`config.mk`:
```
export PLATFORM = sky130hd
export DESIGN_NAME = clipped_rect_fill_byte_sequencer_flat
export DESIGN_NICKNAME = d
export VERILOG_FILES = /design/src/rtl/core/clrf_pkg.sv /design/src/rtl/core/clrf_if.sv /design/src/rtl/core/clrf_clip.sv /design/src/rtl/core/clrf_core.sv /design/src/rtl/core/clipped_rect_fill_byte_sequencer.sv /design/src/flat_wrapper.sv
export SDC_FILE = /design/constraint.sdc
export NUM_CORES = 1
export LEC_CHECK = 0
export ABC_AREA = 1
export BUFFER_PORTS_ARGS = -buffer_cell sky130_fd_sc_hd__buf_2
export CAP_MARGIN = 10
export CORE_MARGIN = 2
export CORE_UTILIZATION = 30
export DETAILED_ROUTE_END_ITERATION = 10
export GPL_TIMING_DRIVEN = 0
export PLACE_DENSITY = 0.53
export SYNTH_ARGS = -nofsm -noshare
export SYNTH_HDL_FRONTEND = slang
export SYNTH_SLANG_ARGS = --single-unit
export TNS_END_PERCENT = 10
```
`constraint.sdc`:
```
create_clock -name clk_i -period 23.3 [get_ports clk_i]
set_input_delay 1.165 -clock clk_i [delete_from_list [all_inputs] [get_ports clk_i]]
set_output_delay 1.165 -clock clk_i [all_outputs]
set_load 0.02 [all_outputs]
```
`src/rtl/core/clrf_pkg.sv`:
```
// Package for the clipped rectangle fill byte sequencer.
// Holds widths, panel command codes, header positions, status codes and the
// item structs used by the clipper, the core and the top level.
package clrf_pkg;

  // Default clip limits for the top-level parameters
  localparam int unsigned MAX_WIDTH_DEF  = 480;
  localparam int unsigned MAX_HEIGHT_DEF = 320;

  // Coordinate and pixel count widths
  localparam int unsigned DIM_W = 9;
  localparam int unsigned PIX_W = 2 * DIM_W;

  // Configuration registers
  localparam int unsigned CFG_IDX_W = 2;
  localparam logic [CFG_IDX_W-1:0] CFG_SCREEN_WIDTH  = 2'd0;
  localparam logic [CFG_IDX_W-1:0] CFG_SCREEN_HEIGHT = 2'd1;
  localparam logic [DIM_W-1:0] SCREEN_WIDTH_RST  = 9'd480;
  localparam logic [DIM_W-1:0] SCREEN_HEIGHT_RST = 9'd320;

  // Panel commands
  localparam logic [7:0] CMD_CASET = 8'h2A;
  localparam logic [7:0] CMD_PASET = 8'h2B;
  localparam logic [7:0] CMD_RAMWR = 8'h2C;

  // Header byte positions; HDR_PIXELS marks the pixel phase
  localparam logic [3:0] HDR_CASET  = 4'd0;
  localparam logic [3:0] HDR_XS_HI  = 4'd1;
  localparam logic [3:0] HDR_XS_LO  = 4'd2;
  localparam logic [3:0] HDR_XE_HI  = 4'd3;
  localparam logic [3:0] HDR_XE_LO  = 4'd4;
  localparam logic [3:0] HDR_PASET  = 4'd5;
  localparam logic [3:0] HDR_YS_HI  = 4'd6;
  localparam logic [3:0] HDR_YS_LO  = 4'd7;
  localparam logic [3:0] HDR_YE_HI  = 4'd8;
  localparam logic [3:0] HDR_YE_LO  = 4'd9;
  localparam logic [3:0] HDR_RAMWR  = 4'd10;
  localparam logic [3:0] HDR_PIXELS = 4'd11;

  // Result status codes
  localparam logic [1:0] ST_BYTE  = 2'd0;
  localparam logic [1:0] ST_EMPTY = 2'd1;
  localparam logic [1:0] ST_IDLE  = 2'd2;

  // Request actions
  localparam logic ACT_START   = 1'b0;
  localparam logic ACT_ADVANCE = 1'b1;

  typedef enum logic [1:0] {
    CH_RED   = 2'd0,
    CH_GREEN = 2'd1,
    CH_BLUE  = 2'd2
  } chan_e;

  typedef struct packed {
    logic               action;
    logic signed [15:0] rect_x;
    logic signed [15:0] rect_y;
    logic signed [15:0] rect_w;
    logic signed [15:0] rect_h;
    logic [15:0]        fill_color;
  } in_item_t;

  typedef struct packed {
    logic [7:0] out_byte;
    logic       data_not_command;
    logic       frame_end;
    logic       last;
    logic [1:0] status;
  } out_item_t;

  // Clipped rectangle handed from the clipper to the sequencer core
  typedef struct packed {
    logic             empty;
    logic [DIM_W-1:0] col_start;
    logic [DIM_W-1:0] col_end;
    logic [DIM_W-1:0] row_start;
    logic [DIM_W-1:0] row_end;
    logic [PIX_W-1:0] pixels;
    logic [7:0]       red;
    logic [7:0]       green;
    logic [7:0]       blue;
  } fill_t;

endpackage

```
`src/rtl/core/clrf_if.sv`:
```
// Valid/ready channel interfaces of the fill sequencer: request, byte and
// configuration write channels. Depends on clrf_pkg for widths.
interface clrf_req_if;
  logic               valid;
  logic               ready;
  logic               action;
  logic signed [15:0] rect_x;
  logic signed [15:0] rect_y;
  logic signed [15:0] rect_w;
  logic signed [15:0] rect_h;
  logic [15:0]        fill_color;

  modport source (output valid, action, rect_x, rect_y, rect_w, rect_h, fill_color,
                  input ready);
  modport sink   (input valid, action, rect_x, rect_y, rect_w, rect_h, fill_color,
                  output ready);
endinterface

interface clrf_byte_if;
  logic       valid;
  logic       ready;
  logic [7:0] out_byte;
  logic       data_not_command;
  logic       frame_end;
  logic       last;
  logic [1:0] status;

  modport source (output valid, out_byte, data_not_command, frame_end, last, status,
                  input ready);
  modport sink   (input valid, out_byte, data_not_command, frame_end, last, status,
                  output ready);
endinterface

interface clrf_cfg_if;
  logic                             valid;
  logic                             ready;
  logic [clrf_pkg::CFG_IDX_W-1:0]   index;
  logic [clrf_pkg::DIM_W-1:0]       wdata;

  modport source (output valid, index, wdata, input ready);
  modport sink   (input valid, index, wdata, output ready);
endinterface

```
`src/rtl/core/clrf_clip.sv`:
```
// Rectangle clipper: clips a signed fill request to the visible screen and
// expands the RGB565 colour. Purely combinational; depends on clrf_pkg.
module clrf_clip #(
  parameter int unsigned MAX_WIDTH  = clrf_pkg::MAX_WIDTH_DEF,
  parameter int unsigned MAX_HEIGHT = clrf_pkg::MAX_HEIGHT_DEF
) (
  input  clrf_pkg::in_item_t             item_i,
  input  logic [clrf_pkg::DIM_W-1:0]     screen_width_i,
  input  logic [clrf_pkg::DIM_W-1:0]     screen_height_i,
  output clrf_pkg::fill_t                fill_o
);

  localparam logic [12:0] MaxW = 13'(MAX_WIDTH);
  localparam logic [12:0] MaxH = 13'(MAX_HEIGHT);

  logic [clrf_pkg::DIM_W-1:0] sw, sh;
  logic signed [17:0] sw_s, sh_s;
  logic signed [17:0] x_s, y_s, w_s, h_s;
  logic signed [17:0] xa, ya, wa, ha, wb, hb;
  logic               x_off, y_off;

  // Limit the screen size to the build-time maximum
  assign sw   = ({4'b0, screen_width_i} < MaxW) ? screen_width_i : MaxW[8:0];
  assign sh   = ({4'b0, screen_height_i} < MaxH) ? screen_height_i : MaxH[8:0];
  assign sw_s = {9'b0, sw};
  assign sh_s = {9'b0, sh};

  assign x_s = 18'(item_i.rect_x);
  assign y_s = 18'(item_i.rect_y);
  assign w_s = 18'(item_i.rect_w);
  assign h_s = 18'(item_i.rect_h);

  // Drop the part left of or above the screen
  assign xa = x_s[17] ? 18'sd0 : x_s;
  assign ya = y_s[17] ? 18'sd0 : y_s;
  assign wa = x_s[17] ? (w_s + x_s) : w_s;
  assign ha = y_s[17] ? (h_s + y_s) : h_s;

  assign x_off = (xa >= sw_s);
  assign y_off = (ya >= sh_s);

  // Drop the part right of or below the screen
  assign wb = ((xa + wa) > sw_s) ? (sw_s - xa) : wa;
  assign hb = ((ya + ha) > sh_s) ? (sh_s - ya) : ha;

  assign fill_o.empty = (w_s <= 18'sd0) || (h_s <= 18'sd0) || x_off || y_off ||
                        (wb <= 18'sd0) || (hb <= 18'sd0);

  assign fill_o.col_start = xa[8:0];
  assign fill_o.row_start = ya[8:0];
  assign fill_o.col_end   = 9'(xa + wb - 18'sd1);
  assign fill_o.row_end   = 9'(ya + hb - 18'sd1);
  assign fill_o.pixels    = {9'b0, wb[8:0]} * {9'b0, hb[8:0]};

  // Expand RGB565 to one byte per channel
  assign fill_o.red   = {item_i.fill_color[15:11], 3'b000};
  assign fill_o.green = {item_i.fill_color[10:5], 2'b00};
  assign fill_o.blue  = {item_i.fill_color[4:0], 3'b000};

endmodule

```
`src/rtl/core/clrf_core.sv`:
```
// Byte sequencer core: holds the fill state and picks the next panel byte
// or status code for each processed transaction. Depends on clrf_pkg.
module clrf_core (
  input  logic                  clk_i,
  input  logic                  rst_ni,
  input  logic                  advance_i,
  input  clrf_pkg::in_item_t    item_i,
  input  clrf_pkg::fill_t       fill_i,
  output clrf_pkg::out_item_t   result_o
);

  logic                          busy_q, busy_d;
  logic [3:0]                    hdr_q, hdr_d;
  logic [clrf_pkg::DIM_W-1:0]    col_start_q, col_start_d, col_end_q, col_end_d;
  logic [clrf_pkg::DIM_W-1:0]    row_start_q, row_start_d, row_end_q, row_end_d;
  logic [clrf_pkg::PIX_W-1:0]    pixels_left_q, pixels_left_d;
  clrf_pkg::chan_e               chan_q, chan_d;
  logic [7:0]                    red_q, red_d, green_q, green_d, blue_q, blue_d;
  logic                          fin;

  assign fin = (pixels_left_q <= clrf_pkg::PIX_W'(1));

  // Next state and result for the transaction being processed
  always_comb begin
    busy_d        = busy_q;
    hdr_d         = hdr_q;
    col_start_d   = col_start_q;
    col_end_d     = col_end_q;
    row_start_d   = row_start_q;
    row_end_d     = row_end_q;
    pixels_left_d = pixels_left_q;
    chan_d        = chan_q;
    red_d         = red_q;
    green_d       = green_q;
    blue_d        = blue_q;
    result_o      = '0;
    result_o.status = clrf_pkg::ST_BYTE;

    if (advance_i) begin
      if (item_i.action == clrf_pkg::ACT_START) begin
        busy_d = 1'b0;
        if (fill_i.empty) begin
          result_o.status = clrf_pkg::ST_EMPTY;
        end else begin
          col_start_d   = fill_i.col_start;
          col_end_d     = fill_i.col_end;
          row_start_d   = fill_i.row_start;
          row_end_d     = fill_i.row_end;
          pixels_left_d = fill_i.pixels;
          chan_d        = clrf_pkg::CH_RED;
          red_d         = fill_i.red;
          green_d       = fill_i.green;
          blue_d        = fill_i.blue;
          busy_d        = 1'b1;
          hdr_d         = clrf_pkg::HDR_XS_HI;
          result_o.out_byte = clrf_pkg::CMD_CASET;
        end
      end else if (!busy_q) begin
        result_o.status = clrf_pkg::ST_IDLE;
      end else if (hdr_q < clrf_pkg::HDR_PIXELS) begin
        // Address window header, coordinates big-endian
        result_o.data_not_command = 1'b1;
        case (hdr_q)
          clrf_pkg::HDR_CASET: begin
            result_o.data_not_command = 1'b0;
            result_o.out_byte         = clrf_pkg::CMD_CASET;
          end
          clrf_pkg::HDR_XS_HI: result_o.out_byte = {7'b0, col_start_q[8]};
          clrf_pkg::HDR_XS_LO: result_o.out_byte = col_start_q[7:0];
          clrf_pkg::HDR_XE_HI: result_o.out_byte = {7'b0, col_end_q[8]};
          clrf_pkg::HDR_XE_LO: result_o.out_byte = col_end_q[7:0];
          clrf_pkg::HDR_PASET: begin
            result_o.data_not_command = 1'b0;
            result_o.out_byte         = clrf_pkg::CMD_PASET;
          end
          clrf_pkg::HDR_YS_HI: result_o.out_byte = {7'b0, row_start_q[8]};
          clrf_pkg::HDR_YS_LO: result_o.out_byte = row_start_q[7:0];
          clrf_pkg::HDR_YE_HI: result_o.out_byte = {7'b0, row_end_q[8]};
          clrf_pkg::HDR_YE_LO: result_o.out_byte = row_end_q[7:0];
          clrf_pkg::HDR_RAMWR: begin
            result_o.data_not_command = 1'b0;
            result_o.out_byte         = clrf_pkg::CMD_RAMWR;
            result_o.frame_end        = 1'b1;
          end
          default: begin
            result_o.data_not_command = 1'b0;
            result_o.out_byte         = clrf_pkg::CMD_RAMWR;
          end
        endcase
        hdr_d = hdr_q + 4'd1;
      end else begin
        // Pixel phase: R, G, B per pixel
        result_o.data_not_command = 1'b1;
        case (chan_q)
          clrf_pkg::CH_RED: begin
            result_o.out_byte = red_q;
            chan_d            = clrf_pkg::CH_GREEN;
          end
          clrf_pkg::CH_GREEN: begin
            result_o.out_byte = green_q;
            chan_d            = clrf_pkg::CH_BLUE;
          end
          default: begin
            result_o.out_byte  = blue_q;
            result_o.frame_end = fin;
            result_o.last      = fin;
            chan_d             = clrf_pkg::CH_RED;
            if (fin) begin
              pixels_left_d = '0;
              busy_d        = 1'b0;
              hdr_d         = clrf_pkg::HDR_CASET;
            end else begin
              pixels_left_d = pixels_left_q - clrf_pkg::PIX_W'(1);
            end
          end
        endcase
      end
    end
  end

  // Hold the fill state
  always_ff @(posedge clk_i or negedge rst_ni) begin
    if (!rst_ni) begin
      busy_q        <= 1'b0;
      hdr_q         <= clrf_pkg::HDR_CASET;
      col_start_q   <= '0;
      col_end_q     <= '0;
      row_start_q   <= '0;
      row_end_q     <= '0;
      pixels_left_q <= '0;
      chan_q        <= clrf_pkg::CH_RED;
      red_q         <= '0;
      green_q       <= '0;
      blue_q        <= '0;
    end else begin
      busy_q        <= busy_d;
      hdr_q         <= hdr_d;
      col_start_q   <= col_start_d;
      col_end_q     <= col_end_d;
      row_start_q   <= row_start_d;
      row_end_q     <= row_end_d;
      pixels_left_q <= pixels_left_d;
      chan_q        <= chan_d;
      red_q         <= red_d;
      green_q       <= green_d;
      blue_q        <= blue_d;
    end
  end

  a_busy_hdr: assert property (@(posedge clk_i) disable iff (!rst_ni)
    busy_q |-> (hdr_q != clrf_pkg::HDR_CASET) && (hdr_q <= clrf_pkg::HDR_PIXELS))
    else $error("header position out of range during a fill");

  a_busy_pixels: assert property (@(posedge clk_i) disable iff (!rst_ni)
    busy_q |-> (pixels_left_q != '0))
    else $error("fill in progress with no pixels left");

  a_header_chan: assert property (@(posedge clk_i) disable iff (!rst_ni)
    (busy_q && (hdr_q != clrf_pkg::HDR_PIXELS)) |-> (chan_q == clrf_pkg::CH_RED))
    else $error("colour channel moved before the pixel phase");

endmodule

```
`src/rtl/core/clipped_rect_fill_byte_sequencer.sv`:
```
// Top level of the clipped rectangle fill byte sequencer: input register,
// configuration registers, clipper, sequencer core and output register.
// Depends on clrf_pkg, clrf_if, clrf_clip and clrf_core.
// A request is held in the input register, then processed into the output
// register when there is room, from where it is offered on the byte channel.
// Throughput: one transaction per cycle unless the byte channel stalls, set by
// the input and output registers that are both refilled in the cycle they drain.
// Reset: idle, no fill in progress, screen size 480 x 320.
module clipped_rect_fill_byte_sequencer #(
  parameter int unsigned MAX_WIDTH  = clrf_pkg::MAX_WIDTH_DEF,
  parameter int unsigned MAX_HEIGHT = clrf_pkg::MAX_HEIGHT_DEF
) (
  input  logic             clk_i,
  input  logic             rst_ni,
  clrf_req_if.sink         req_i,
  clrf_byte_if.source      byte_o,
  clrf_cfg_if.sink         cfg_i
);

  logic                        in_valid_q;
  clrf_pkg::in_item_t          in_q;
  logic                        out_valid_q;
  clrf_pkg::out_item_t         out_q;
  logic [clrf_pkg::DIM_W-1:0]  screen_width_q, screen_height_q;
  logic                        advance, accept;
  clrf_pkg::fill_t             fill;
  clrf_pkg::out_item_t         result;

  // Move the held transaction into the output register when there is room
  assign advance     = in_valid_q && (!out_valid_q || byte_o.ready);
  assign req_i.ready = !in_valid_q || advance;
  assign accept      = req_i.valid && req_i.ready;

  always_ff @(posedge clk_i or negedge rst_ni) begin
    if (!rst_ni) begin
      in_valid_q <= 1'b0;
    end else begin
      in_valid_q <= accept || (in_valid_q && !advance);
    end
  end

  always_ff @(posedge clk_i) begin
    if (accept) begin
      in_q.action     <= req_i.action;
      in_q.rect_x     <= req_i.rect_x;
      in_q.rect_y     <= req_i.rect_y;
      in_q.rect_w     <= req_i.rect_w;
      in_q.rect_h     <= req_i.rect_h;
      in_q.fill_color <= req_i.fill_color;
    end
  end

  // Configuration writes; unknown indexes are ignored
  assign cfg_i.ready = 1'b1;

  always_ff @(posedge clk_i or negedge rst_ni) begin
    if (!rst_ni) begin
      screen_width_q  <= clrf_pkg::SCREEN_WIDTH_RST;
      screen_height_q <= clrf_pkg::SCREEN_HEIGHT_RST;
    end else if (cfg_i.valid) begin
      if (cfg_i.index == clrf_pkg::CFG_SCREEN_WIDTH) begin
        screen_width_q <= cfg_i.wdata;
      end
      if (cfg_i.index == clrf_pkg::CFG_SCREEN_HEIGHT) begin
        screen_height_q <= cfg_i.wdata;
      end
    end
  end

  clrf_clip #(
    .MAX_WIDTH  (MAX_WIDTH),
    .MAX_HEIGHT (MAX_HEIGHT)
  ) u_clip (
    .item_i          (in_q),
    .screen_width_i  (screen_width_q),
    .screen_height_i (screen_height_q),
    .fill_o          (fill)
  );

  clrf_core u_core (
    .clk_i     (clk_i),
    .rst_ni    (rst_ni),
    .advance_i (advance),
    .item_i    (in_q),
    .fill_i    (fill),
    .result_o  (result)
  );

  // Output register
  always_ff @(posedge clk_i or negedge rst_ni) begin
    if (!rst_ni) begin
      out_valid_q <= 1'b0;
    end else begin
      out_valid_q <= advance || (out_valid_q && !byte_o.ready);
    end
  end

  always_ff @(posedge clk_i) begin
    if (advance) begin
      out_q <= result;
    end
  end

  assign byte_o.valid            = out_valid_q;
  assign byte_o.out_byte         = out_q.out_byte;
  assign byte_o.data_not_command = out_q.data_not_command;
  assign byte_o.frame_end        = out_q.frame_end;
  assign byte_o.last             = out_q.last;
  assign byte_o.status           = out_q.status;

  a_advance_fills: assert property (@(posedge clk_i) disable iff (!rst_ni)
    advance |=> out_valid_q)
    else $error("processed transaction did not reach the output register");

  a_last_ends_frame: assert property (@(posedge clk_i) disable iff (!rst_ni)
    (out_valid_q && out_q.last) |-> (out_q.frame_end && out_q.data_not_command &&
                                     (out_q.status == clrf_pkg::ST_BYTE)))
    else $error("final byte does not close a data frame");

  a_status_zero_byte: assert property (@(posedge clk_i) disable iff (!rst_ni)
    (out_valid_q && (out_q.status != clrf_pkg::ST_BYTE)) |->
      ((out_q.out_byte == 8'h00) && !out_q.frame_end && !out_q.data_not_command))
    else $error("status result carries a byte");

endmodule
```
`src/flat_wrapper.sv`:
```
// flat-port wrapper written by rule: the top's interface ports become plain ports
module clipped_rect_fill_byte_sequencer_flat 
#(
  parameter int unsigned MAX_WIDTH  = clrf_pkg::MAX_WIDTH_DEF,
  parameter int unsigned MAX_HEIGHT = clrf_pkg::MAX_HEIGHT_DEF
)
  (clk_i, rst_ni, req_i_valid, req_i_action, req_i_rect_x, req_i_rect_y, req_i_rect_w, req_i_rect_h, req_i_fill_color, req_i_ready, byte_o_valid, byte_o_out_byte, byte_o_data_not_command, byte_o_frame_end, byte_o_last, byte_o_status, byte_o_ready, cfg_i_valid, cfg_i_index, cfg_i_wdata, cfg_i_ready);
  clrf_req_if req_i_i ();
  clrf_byte_if byte_o_i ();
  clrf_cfg_if cfg_i_i ();
  input  logic clk_i;
  input  logic rst_ni;
  input wire logic [$bits(req_i_i.valid)-1:0] req_i_valid;
  input wire logic [$bits(req_i_i.action)-1:0] req_i_action;
  input wire logic [$bits(req_i_i.rect_x)-1:0] req_i_rect_x;
  input wire logic [$bits(req_i_i.rect_y)-1:0] req_i_rect_y;
  input wire logic [$bits(req_i_i.rect_w)-1:0] req_i_rect_w;
  input wire logic [$bits(req_i_i.rect_h)-1:0] req_i_rect_h;
  input wire logic [$bits(req_i_i.fill_color)-1:0] req_i_fill_color;
  output wire logic [$bits(req_i_i.ready)-1:0] req_i_ready;
  output wire logic [$bits(byte_o_i.valid)-1:0] byte_o_valid;
  output wire logic [$bits(byte_o_i.out_byte)-1:0] byte_o_out_byte;
  output wire logic [$bits(byte_o_i.data_not_command)-1:0] byte_o_data_not_command;
  output wire logic [$bits(byte_o_i.frame_end)-1:0] byte_o_frame_end;
  output wire logic [$bits(byte_o_i.last)-1:0] byte_o_last;
  output wire logic [$bits(byte_o_i.status)-1:0] byte_o_status;
  input wire logic [$bits(byte_o_i.ready)-1:0] byte_o_ready;
  input wire logic [$bits(cfg_i_i.valid)-1:0] cfg_i_valid;
  input wire logic [$bits(cfg_i_i.index)-1:0] cfg_i_index;
  input wire logic [$bits(cfg_i_i.wdata)-1:0] cfg_i_wdata;
  output wire logic [$bits(cfg_i_i.ready)-1:0] cfg_i_ready;
  assign req_i_i.valid = req_i_valid;
  assign req_i_i.action = req_i_action;
  assign req_i_i.rect_x = req_i_rect_x;
  assign req_i_i.rect_y = req_i_rect_y;
  assign req_i_i.rect_w = req_i_rect_w;
  assign req_i_i.rect_h = req_i_rect_h;
  assign req_i_i.fill_color = req_i_fill_color;
  assign req_i_ready = req_i_i.ready;
  assign byte_o_valid = byte_o_i.valid;
  assign byte_o_out_byte = byte_o_i.out_byte;
  assign byte_o_data_not_command = byte_o_i.data_not_command;
  assign byte_o_frame_end = byte_o_i.frame_end;
  assign byte_o_last = byte_o_i.last;
  assign byte_o_status = byte_o_i.status;
  assign byte_o_i.ready = byte_o_ready;
  assign cfg_i_i.valid = cfg_i_valid;
  assign cfg_i_i.index = cfg_i_index;
  assign cfg_i_i.wdata = cfg_i_wdata;
  assign cfg_i_ready = cfg_i_i.ready;
  clipped_rect_fill_byte_sequencer #(.MAX_WIDTH(MAX_WIDTH), .MAX_HEIGHT(MAX_HEIGHT)) u_core (.clk_i(clk_i), .rst_ni(rst_ni), .req_i(req_i_i), .byte_o(byte_o_i), .cfg_i(cfg_i_i));
endmodule
```
==> reports/results.txt, run 1 <==
Status: complete, but fails checks
Failing checks: design-rule violations
CP endpoint kind: register
Clock skew: 11.9 ps
Die ar.: 0.0618 sq mm
Worst Hold Launch: u_core.u_core.row_end_q[4]
Post-synth top flop: edfxtp_1
Cell leakage power: 0.0105 uW
Fmax: 106 MHz
Pwr/cell area: 150 mW/mm^2
Synth Instances: 2423
Syn avg cell area: 7.41 sq um
Post-synth EDFFs: 94
Setup TNS: 0 ps
Num ports: 113
Final setup viols: 0
# rows: 89
Antenna viol nets, final: 0
Met2 Use GR: 29.4%
Inserted Diodes: 0
Most used cell, CP: nand2_1
Synthesized cell area: 0.0180 sq mm
R2r endpoint: u_core.u_core.pixels_left_q[16]
Startpoint Class: register
Insertion delay to the later sink of the worst-skew pair: 500 ps
Flop pwr share: 14.0%
GR peak layer: met2
Synthesized flop and latch total: 191
RSZ-0062 raised after global routing: false
WS Path Type: register to register
Commonest non-fill, non-tap cell in the layout: nand2_1
Syn. warnings: 0
Worst vdd ir: 141 uV
Main area contributors after synthesis: edfxtp_1 (16%), nand2_1 (14%), dfrtp_1 (13%)
Commonest cells after routing, fill and taps aside: nand2_1 (676), inv_1 (409), nor2_1 (187), ha_1 (170), nand3_1 (136)
CP arrival: 9910 ps
Fin cells: 3341
Worst-margin pin slew: 1050 ps
Final wirelength: 53100 um
CP max FO: 10
CTS tree: built
Req. time, crit path: 23730 ps
Via count: 16000
R2r setup slk: 13830 ps
Post-detail-place hpwl: 44000 um
Met3 usage: 2.61%
Combinational power share: 76.2%
Largest net degree at the start of global routing: 73
Grt ovf: 0
I/O Buffers: 111
# Post-CTS Setup Buffers: 0
Worst path max stage delay: 550 ps
Final slew viol count: 0
First-pass GRT wire length: 85800 um
Hold Path End: u_core.u_core.row_end_q[4]
Placed cell count: 3309
Core footprint: 0.0591 sq mm
Internal Power: 1420 uW
CTS Buffer Depth: 2
Syn nets: 2748
Placer congestion estimate: 0.921
# hold bufs at CTS: 0
Reg clk slew, reported paths: 80 ps
Nets@finish: 2880
Share of layout cells above drive strength 1: 10.2%
DRC viols: 2
PostCTS Resize Cnt: 0
Die Y: 249 um
Hold Crit Class: register to register
Gr usage total: 17.5%
Async S/R FF share, synth: 50.8%
Worst slew margin: 29.3%
Pre-antenna DRT Iters: 9
Die width: 249 um
Area delta synth->final: 12.0%
Top-area cell type share of the netlist area: 15.7%
Sequential cell area fraction in the yosys report: 29.3%
Vias per inst: 4.78
CTS root buf: clkbuf_16
Num CTS Buffers: 17
Max-cap violations: 0
Sw Ratio: 52.9%
Initial DRC Count: 1123
Setup WS post-layout: 13830 ps
Starting Density: 30.4%
Fillers: 6355
H-tree depth: 4
RR Startpoint: u_core.in_q[32]
Final Hold Fails: 0
Cells on Worst Hold Path: 2
Clk pwr share: 9.8%
Fin crit share: 40.7%
Cell variety after synth: 61
R2R depth: 59
Wire length per cell: 15.9 um
Number of global-route vias before repair: 15800
Final min period: 9470 ps
CTS Sinks: 191
DP Worst Slack: 13900 ps
Initial antenna violation count: 0
Cell accounting for the most synthesized area: edfxtp_1
Util after Layout: 34.0%
Sw power: 1590 uW
Slowest cell on the critical path: fa_1
GR Layer Usage met1: 23.6%
power groups by stage:
stage	Sequential, uW	Combinational, uW	Clock (uW)
after global routing	426	2670	316
after CTS	421	2310	305
final	421	2300	295
after floorplan	420	1770	0
after global placement	429	2280	0
after detailed placement	427	2290	0
registers in the layout, summed over array words and instances, names as in the netlist, 5 cells and up:
| name | count |
|---|---|
| u_core.u_core.col_start_q | 9 |
| u_core.u_core.blue_q | 5 |
| u_core.u_core.col_end_q | 9 |
| u_core.screen_height_q | 9 |
| u_core.in_q | 81 |
| u_core.u_core.pixels_left_q | 18 |
| u_core.u_core.green_q | 6 |
| u_core.byte_o.out_byte | 8 |
| u_core.u_core.row_end_q | 9 |
| u_core.u_core.row_start_q | 9 |
| u_core.u_core.red_q | 5 |
| u_core.screen_width_q | 9 |
critical path: cells and delay by family (launching register included):
kind | cells | cell delay (ps)
buffers and inverters | 9 | 810
adders and majority gates | 9 | 3700
AOI/OAI and AO/OA | 9 | 1470
xor gates and xnor gates | 2 | 370
DFF | 1 | 470
and+or+nand+nor | 30 | 2580
kinds of logic after synthesis:
group	synth area share (%)
simple gates	29.7
compound gates	8.02
other cells	0.0209
buf+inv	10.6
xor+xnor	4.00
fa+ha+maj	18.3
flops	29.3
how the worst max path moves through the flow:
stage / from / end / slack (ps) / cells past startpoint
2_1_floorplan: u_core.in_q[16] / u_core.u_core.pixels_left_q[16] / 15260 / 55
3_3_place_gp: u_core.in_q[63] / u_core.u_core.pixels_left_q[16] / 13890 / 49
3_5_place_dp: u_core.in_q[63] / u_core.u_core.pixels_left_q[16] / 13900 / 49
4_1_cts: u_core.in_q[32] / u_core.u_core.pixels_left_q[16] / 13850 / 59
5_1_grt: u_core.in_q[32] / u_core.u_core.pixels_left_q[16] / 12890 / 59
6_report: u_core.in_q[32] / u_core.u_core.pixels_left_q[16] / 13830 / 59
cell type report:
| class | count | area (sq um) | area share, % |
|---|---|---|---|
| multi-input combinational | 1764 | 10800 | 53.6 |
| sequential | 191 | 5260 | 26.1 |
| inverter | 415 | 1570 | 7.78 |
| tap | 773 | 967 | 4.81 |
| timing repair buffer | 113 | 613 | 3.05 |
| clock buffer | 20 | 468 | 2.33 |
| buffer | 53 | 342 | 1.70 |
| clock inverter | 12 | 111 | 0.554 |
routing by layer:
layer	up-vias	wire, um
met5	-	0
met3	29	2200
met4	0	596
met1	7510	25200
li1	8091	-
met2	338	25200
cells in the mapped netlist (all sizes together) (2+ instances only):
library cell,count
o21bai,9
nand3,146
nand4,94
a21oi,103
nor4,14
o31ai,2
nor2,198
a22oi,4
ha,170
nand3b,7
o21a,3
and2,2
o211ai,5
xnor2,36
clkbuf,28
dfstp,6
nand2,720
a22o,2
a21o,4
o22ai,5
xor2,46
a31oi,8
dlygate4sd3,2
inv,413
edfxtp,94
fa,58
o21ai,92
or2,9
nor3,13
a211oi,4
clkinv,2
buf,23
dfrtp,91
stage by stage:
stage	hold WS (ps)	cell area, sq um	total power [uW]
floorplan	442	18000	2190
global placement	462	19500	2710
detailed placement	464	19500	2720
CTS	482	20100	3040
global route	501	20100	3410
finish	479	20100	3010
No activity file was read; power rests on OpenSTA's default activity.
==> run 2: changes to the inputs <==
Clock period 23.3 ns to 9.37 ns, I/O delays scaled along.
==> run 2 against run 1 <==
The flow still finishes with violations (design-rule violations); critical path type unchanged; sequential share of layout area fell by 0.56 points; utilization rose by 0.75 points; sequential cell count did not move.
==> reports/results.txt, run 2 (synthesis gave the netlist of run 1 again) <==
Status: complete, but fails checks (unchanged)
Failing checks: design-rule violations (unchanged)
Initial DRC Count: 1152 (was 1123)
Antenna viol nets, final: 0 (unchanged)
Vias per inst: 4.78 (about the same)
CTS Sinks: 191 (unchanged)
Critical path depth: 51 (was 59)
Final slew viol count: 0 (unchanged)
Final Power: 7980 uW (was 3010 uW)
CP arrival: 9110 ps (was 9910 ps)
Commonest cells after routing, fill and taps aside: nand2_1 (671), inv_1 (396), nor2_1 (185), ha_1 (164), nand3_1 (136) (was nand2_1 (676), inv_1 (409), nor2_1 (187), ha_1 (170), nand3_1 (136))
Multi-input gate area: 0.0110 sq mm (was 0.0108 sq mm)
Reg clk slew, reported paths: 80 ps (about the same)
Fmax: 115 MHz (was 106 MHz)
Slowest cell on the critical path: fa_1 (unchanged)
DP Area: 0.0195 sq mm (unchanged)
Num ports: 113 (unchanged)
Util after Layout: 34.8% (was 34.0%)
Number of flip-flops in the largest register: 81 (unchanged)
Cell leakage power: 0.0107 uW (was 0.0105 uW)
Placer congestion estimate: 0.921 (unchanged)
Area delta synth->final: 14.5% (was 12.0%)
Pre-antenna DRT Iters: 8 (was 9)
Worst-margin pin slew: 1050 ps (about the same)
Worst vdd ir: 438 uV (was 141 uV)
Biggest register: u_core.in_q (unchanged)
Commonest non-fill, non-tap cell in the layout: nand2_1 (unchanged)
Setup TNS: 0 ps (unchanged)
Gr usage total: 17.5% (about the same)
Most used cell, CP: nand2_1 (unchanged)
Final min period: 8690 ps (was 9470 ps)
Die width: 249 um (unchanged)
Final setup viols: 0 (unchanged)
Crit path from: u_core.in_q[48] (was u_core.in_q[32])
Final Cell Area: 0.0206 sq mm (was 0.0201 sq mm)
Placed cell count: 3309 (unchanged)
Clock skew: 11.4 ps (was 11.9 ps)
Inserted Diodes: 0 (unchanged)
Post-detail-place hpwl: 44000 um (unchanged)
Kind of cell adding the most delay to the critical path: adder cells (unchanged)
Number of global-route vias before repair: 15800 (about the same)
Nets@finish: 2911 (was 2880)
CTS root buf: clkbuf_16 (unchanged)
Initial antenna violation count: 0 (unchanged)
Final wirelength: 53400 um (was 53100 um)
Crit path buffers/inverters: 8 (was 9)
Req. time, crit path: 9800 ps (was 23730 ps)
CP endpoint kind: register (unchanged)
First-pass GRT wire length: 85800 um (about the same)
CTS Buffer Depth: 2 (unchanged)
I/O Buffers: 111 (unchanged)
Fin cells: 3372 (was 3341)
Fillers: 6318 (was 6355)
Grt ovf: 0 (unchanged)
Pwr/cell area: 388 mW/mm^2 (was 150 mW/mm^2)
Max-cap violations: 0 (unchanged)
Num CTS Buffers: 17 (unchanged)
# rows: 89 (unchanged)
Startpoint Class: register (unchanged)
Largest registers: u_core.in_q (81), u_core.u_core.pixels_left_q (18) (unchanged)
Die Y: 249 um (unchanged)
Register area: 0.00526 sq mm (unchanged)
Core footprint: 0.0591 sq mm (unchanged)
Insertion delay to the later sink of the worst-skew pair: 500 ps (about the same)
Worst slew margin: 29.3% (about the same)
CTS tree: built (unchanged)
Die ar.: 0.0618 sq mm (unchanged)
Worst path max stage delay: 540 ps (was 550 ps)
RR Startpoint: u_core.in_q[48] (was u_core.in_q[32])
WS Path Type: register to register (unchanged)
R2R depth: 51 (was 59)
Largest net degree at the start of global routing: 73 (unchanged)
H-tree depth: 4 (unchanged)
CP Capture Point: u_core.u_core.pixels_left_q[17] (was u_core.u_core.pixels_left_q[16])
R2r endpoint: u_core.u_core.pixels_left_q[17] (was u_core.u_core.pixels_left_q[16])
DRC viols: 2 (unchanged)
Via count: 16100 (was 16000)
Wire length per cell: 15.8 um (was 15.9 um)
CP max FO: 10 (unchanged)
Starting Density: 30.4% (unchanged)
Fin crit share: 92.7% (was 40.7%)
R2r setup slk: 680 ps (was 13830 ps)
Share of layout cells above drive strength 1: 13.2% (was 10.2%)
Hold Crit Class: input port to register (was register to register)
Final Hold Fails: 0 (unchanged)
==> run 2: power breakdown <==
group	internal, uW	switching (uW)	total [uW]
Sequential	970	77.4	1050
Combinational	2420	3780	6200
Clock	373	362	735
Total	3760	4220	7980
==> run 2: repair_timing <==
| item | in CTS | in global routing |
|---|---|---|
| gates resized for setup | 3 | 81 |
| gates cloned | 0 | 0 |
| setup buffers | 1 | 29 |
| endpoints found under the hold margin | 23 | 0 |
| setup endpoints to repair | 1 | 7 |
| pin swaps | 0 | 19 |
| hold buffers | 1 | 0 |
==> run 2: worst min-delay path by stage <==
| stage | start | to | slack (ps) | cells past startpoint |
|---|---|---|---|---|
| after floorplan | rst_ni | u_core.byte_o.valid | 170 | 0 |
| after global placement | u_core.u_core.row_end_q[3] | u_core.u_core.row_end_q[3] | 460 | 2 |
| after detailed placement | rst_ni | u_core.u_core.pixels_left_q[3] | 460 | 1 |
| after CTS | req_i_rect_h[9] | u_core.in_q[25] | 100 | 1 |
| after global routing | req_i_fill_color[5] | u_core.in_q[5] | 110 | 1 |
| final | req_i_rect_h[9] | u_core.in_q[25] | 140 | 1 |
==> run 2: worst reg2reg max path: cells and delay by family, from the launching register on <==
| family | cells | cell delay [ps] |
|---|---|---|
| fa+ha+maj | 9 | 3590 |
| xor+xnor | 3 | 580 |
| buf+inv | 8 | 640 |
| flops | 1 | 440 |
| compound gates | 11 | 1370 |
| simple gates | 20 | 2020 |
==> run 2: per-layer routing <==
metal | GRT usage [%] | up-vias | routed length [um]
met5 | 0 | - | 0
met4 | 4.10 | 0 | 694
met3 | 2.61 | 37 | 1930
met2 | 29.4 | 320 | 25200
met1 | 23.6 | 7603 | 25600
li1 | - | 8153 | -
==> run 2: final cells by class <==
cell class / count / share of cell area (%)
Timing Repair Buffer: 144 / 4.13
Multi-Input combinational cell: 1764 / 53.4
Sequential cell: 191 / 25.6
Inverter: 415 / 7.68
Buffer: 53 / 1.72
Tap cell: 773 / 4.71
Clock inverter: 12 / 0.542
Clock buffer: 20 / 2.28
==> run 2: per-stage QoR <==
step	worst slack, ps	hold slack [ps]
2_1_floorplan	1330	173
3_3_place_gp	-40.0	462
3_5_place_dp	-34.7	458
4_1_cts	12.5	98.6
5_1_grt	-27.6	115
6_report	685	135
==> run 3: changes to the inputs <==
Clock period 9.37 ns to 8.2 ns, I/O delays scaled along.
==> run 3 against run 2 <==
The run ends with design-rule violations, negative setup slack left; worst hold slack got worse by 60 ps; clock skew rose by 2.0 ps; critical path depth decreased by 2; via count is 1.7% higher; die area stayed put; first-iteration DRC count is 8.2% lower; global-route usage rose by 0.55 points; wire length up 3.3%; non-clock buffer count grew 69; sequential cell count did not move.
==> reports/results.txt, run 3 (synthesis gave the netlist of run 1 again) <==
Cells on Worst Hold Path: 1 (unchanged)
CP endpoint kind: register (unchanged)
Placer congestion estimate: 0.921 (unchanged)
Hold_ws: 75.9 ps (was 135 ps)
Startpoint Class: register (unchanged)
Req. time, crit path: 8630 ps (was 9800 ps)
Commonest cells after routing, fill and taps aside: nand2_1 (654), inv_1 (381), nor2_1 (174), ha_1 (147), nand3_1 (130) (was nand2_1 (671), inv_1 (396), nor2_1 (185), ha_1 (164), nand3_1 (136))
Starting Density: 30.4% (unchanged)
Die ar.: 0.0618 sq mm (unchanged)
DP Area: 0.0195 sq mm (unchanged)
Final Cell Area: 0.0217 sq mm (was 0.0206 sq mm)
Metal3 WL: 1990 um (was 1930 um)
Final wirelength: 55200 um (was 53400 um)
CTS Buffer Depth: 2 (unchanged)
CP arrival: 8830 ps (was 9110 ps)
Share of layout cells above drive strength 1: 18.7% (was 13.2%)
Clock skew: 13.4 ps (was 11.4 ps)
CTS tree: built (unchanged)
CP Capture Point: u_core.u_core.pixels_left_q[8] (was u_core.u_core.pixels_left_q[17])
Setup WS post-layout: -203 ps (was 685 ps)
R2r endpoint: u_core.u_core.pixels_left_q[8] (was u_core.u_core.pixels_left_q[17])
DP Worst Slack: -1200 ps (was -34.7 ps)
R2R depth: 49 (was 51)
Fillers: 6237 (was 6318)
Die Y: 249 um (unchanged)
DRC viols: 2 (unchanged)
Nets@finish: 2980 (was 2911)
Failing checks: design-rule violations, negative setup slack (was design-rule violations)
H-tree depth: 4 (unchanged)
Grt ovf: 0 (unchanged)
Gr usage total: 18.0% (was 17.5%)
Worst-margin pin slew: 1050 ps (about the same)
Insertion delay to the later sink of the worst-skew pair: 500 ps (about the same)
CTS Sinks: 191 (unchanged)
Biggest register: u_core.in_q (unchanged)
First-pass GRT wire length: 88600 um (was 85800 um)
CP max FO: 8 (was 10)
Worst path max stage delay: 550 ps (was 540 ps)
Most used cell, CP: buf_4 (was nand2_1)
Fin cells: 3441 (was 3372)
I/O Buffers: 111 (unchanged)
Vias per inst: 4.76 (was 4.78)
Fmax: 119 MHz (was 115 MHz)
Initial antenna violation count: 0 (unchanged)
Core footprint: 0.0591 sq mm (unchanged)
Hold Crit Class: input port to register (unchanged)
WS Path Type: register to register (unchanged)
Final min period: 8400 ps (was 8690 ps)
Max-cap violations: 0 (unchanged)
Final slew viol count: 0 (unchanged)
Pre-antenna DRT Iters: 8 (unchanged)
RSZ-0062 raised after global routing: true
Slowest cell on the critical path: fa_2 (was fa_1)
Post-detail-place hpwl: 44000 um (unchanged)
Commonest non-fill, non-tap cell in the layout: nand2_1 (unchanged)
Worst slew margin: 29.2% (was 29.3%)
Met2 wire length: 26300 um (was 25200 um)
Status: complete, but fails checks (unchanged)
Fin crit share: 102% (was 92.7%)
Die width: 249 um (unchanged)
Placed cell count: 3309 (unchanged)
Final setup viols: 6 (was 0)
Met1 WL: 26100 um (was 25600 um)
Largest registers: u_core.in_q (81), u_core.u_core.pixels_left_q (18) (unchanged)
Num CTS Buffers: 17 (unchanged)
Area delta synth->final: 20.7% (was 14.5%)
Number of global-route vias before repair: 16400 (was 15800)
Reg clk slew, reported paths: 80 ps (about the same)
Largest net degree at the start of global routing: 73 (unchanged)
Crit path from: u_core.in_q[48] (unchanged)
Inserted Diodes: 0 (unchanged)
Num ports: 113 (unchanged)
Via count: 16400 (was 16100)
R2r setup slk: -200 ps (was 680 ps)
Final Hold Fails: 0 (unchanged)
Highest routed layer: met4 (unchanged)
Number of flip-flops in the largest register: 81 (unchanged)
# rows: 89 (unchanged)
RR Startpoint: u_core.in_q[48] (unchanged)
CTS root buf: clkbuf_16 (unchanged)
Wire length per cell: 16.0 um (was 15.8 um)
Antenna viol nets, final: 0 (unchanged)
Initial DRC Count: 1057 (was 1152)
==> run 3: layout make-up <==
class | count | area (sq um) | area share (%)
Buffer | 53 | 372 | 1.71
Clock buffer | 20 | 468 | 2.16
Clock inverter | 12 | 111 | 0.514
Inverter | 415 | 1580 | 7.29
Multi-Input combinational cell | 1764 | 11500 | 53.0
Sequential cell | 191 | 5260 | 24.3
Tap cell | 773 | 967 | 4.46
Timing Repair Buffer | 213 | 1420 | 6.57
==> run 3: critical path, delay by kind of cell (launching register included) <==
family          cells  cell delay [ps]
fa+ha+maj           9             3790
buf+inv            16             1690
simple gates       16             1240
compound gates      7              980
flops               1              460
xor+xnor            1              170
==> run 3: per-layer routing <==
layer,track usage (%),vias to the layer above
met1,24.3,7711
met3,2.44,45
met5,0,-
met4,4.54,0
li1,-,8293
met2,30.4,334
==> run 3: timing repair <==
action,in CTS,in global routing
hold endpoints to repair,23,0
hold buffers,1,0
setup endpoints to repair,11,11
pin swaps,84,61
resized for setup,144,75
setup buffers,80,20
cloned,0,0
==> run 3: worst min-delay path by stage <==
stage               slack [ps]                       start                             end
detailed placement         400                      rst_ni  u_core.u_core.pixels_left_q[3]
CTS                         40             req_i_rect_h[9]                 u_core.in_q[25]
global placement           460  u_core.u_core.row_end_q[3]      u_core.u_core.row_end_q[3]
floorplan                  110                      rst_ni             u_core.byte_o.valid
finish                      80             req_i_rect_h[9]                 u_core.in_q[25]
global route                60         req_i_fill_color[5]                  u_core.in_q[5]
==> run 3: stage by stage <==
step	TNS (ps)	util, %
floorplan	0	-
global placement	-6790	32.9
detailed placement	-6550	33.0
CTS	-704	35.9
global route	-4560	36.7
finish	-593	36.7
Power of run 3 is not shown: default switching activity piles up to over one toggle a cycle in this logic, so the estimate is an artifact.
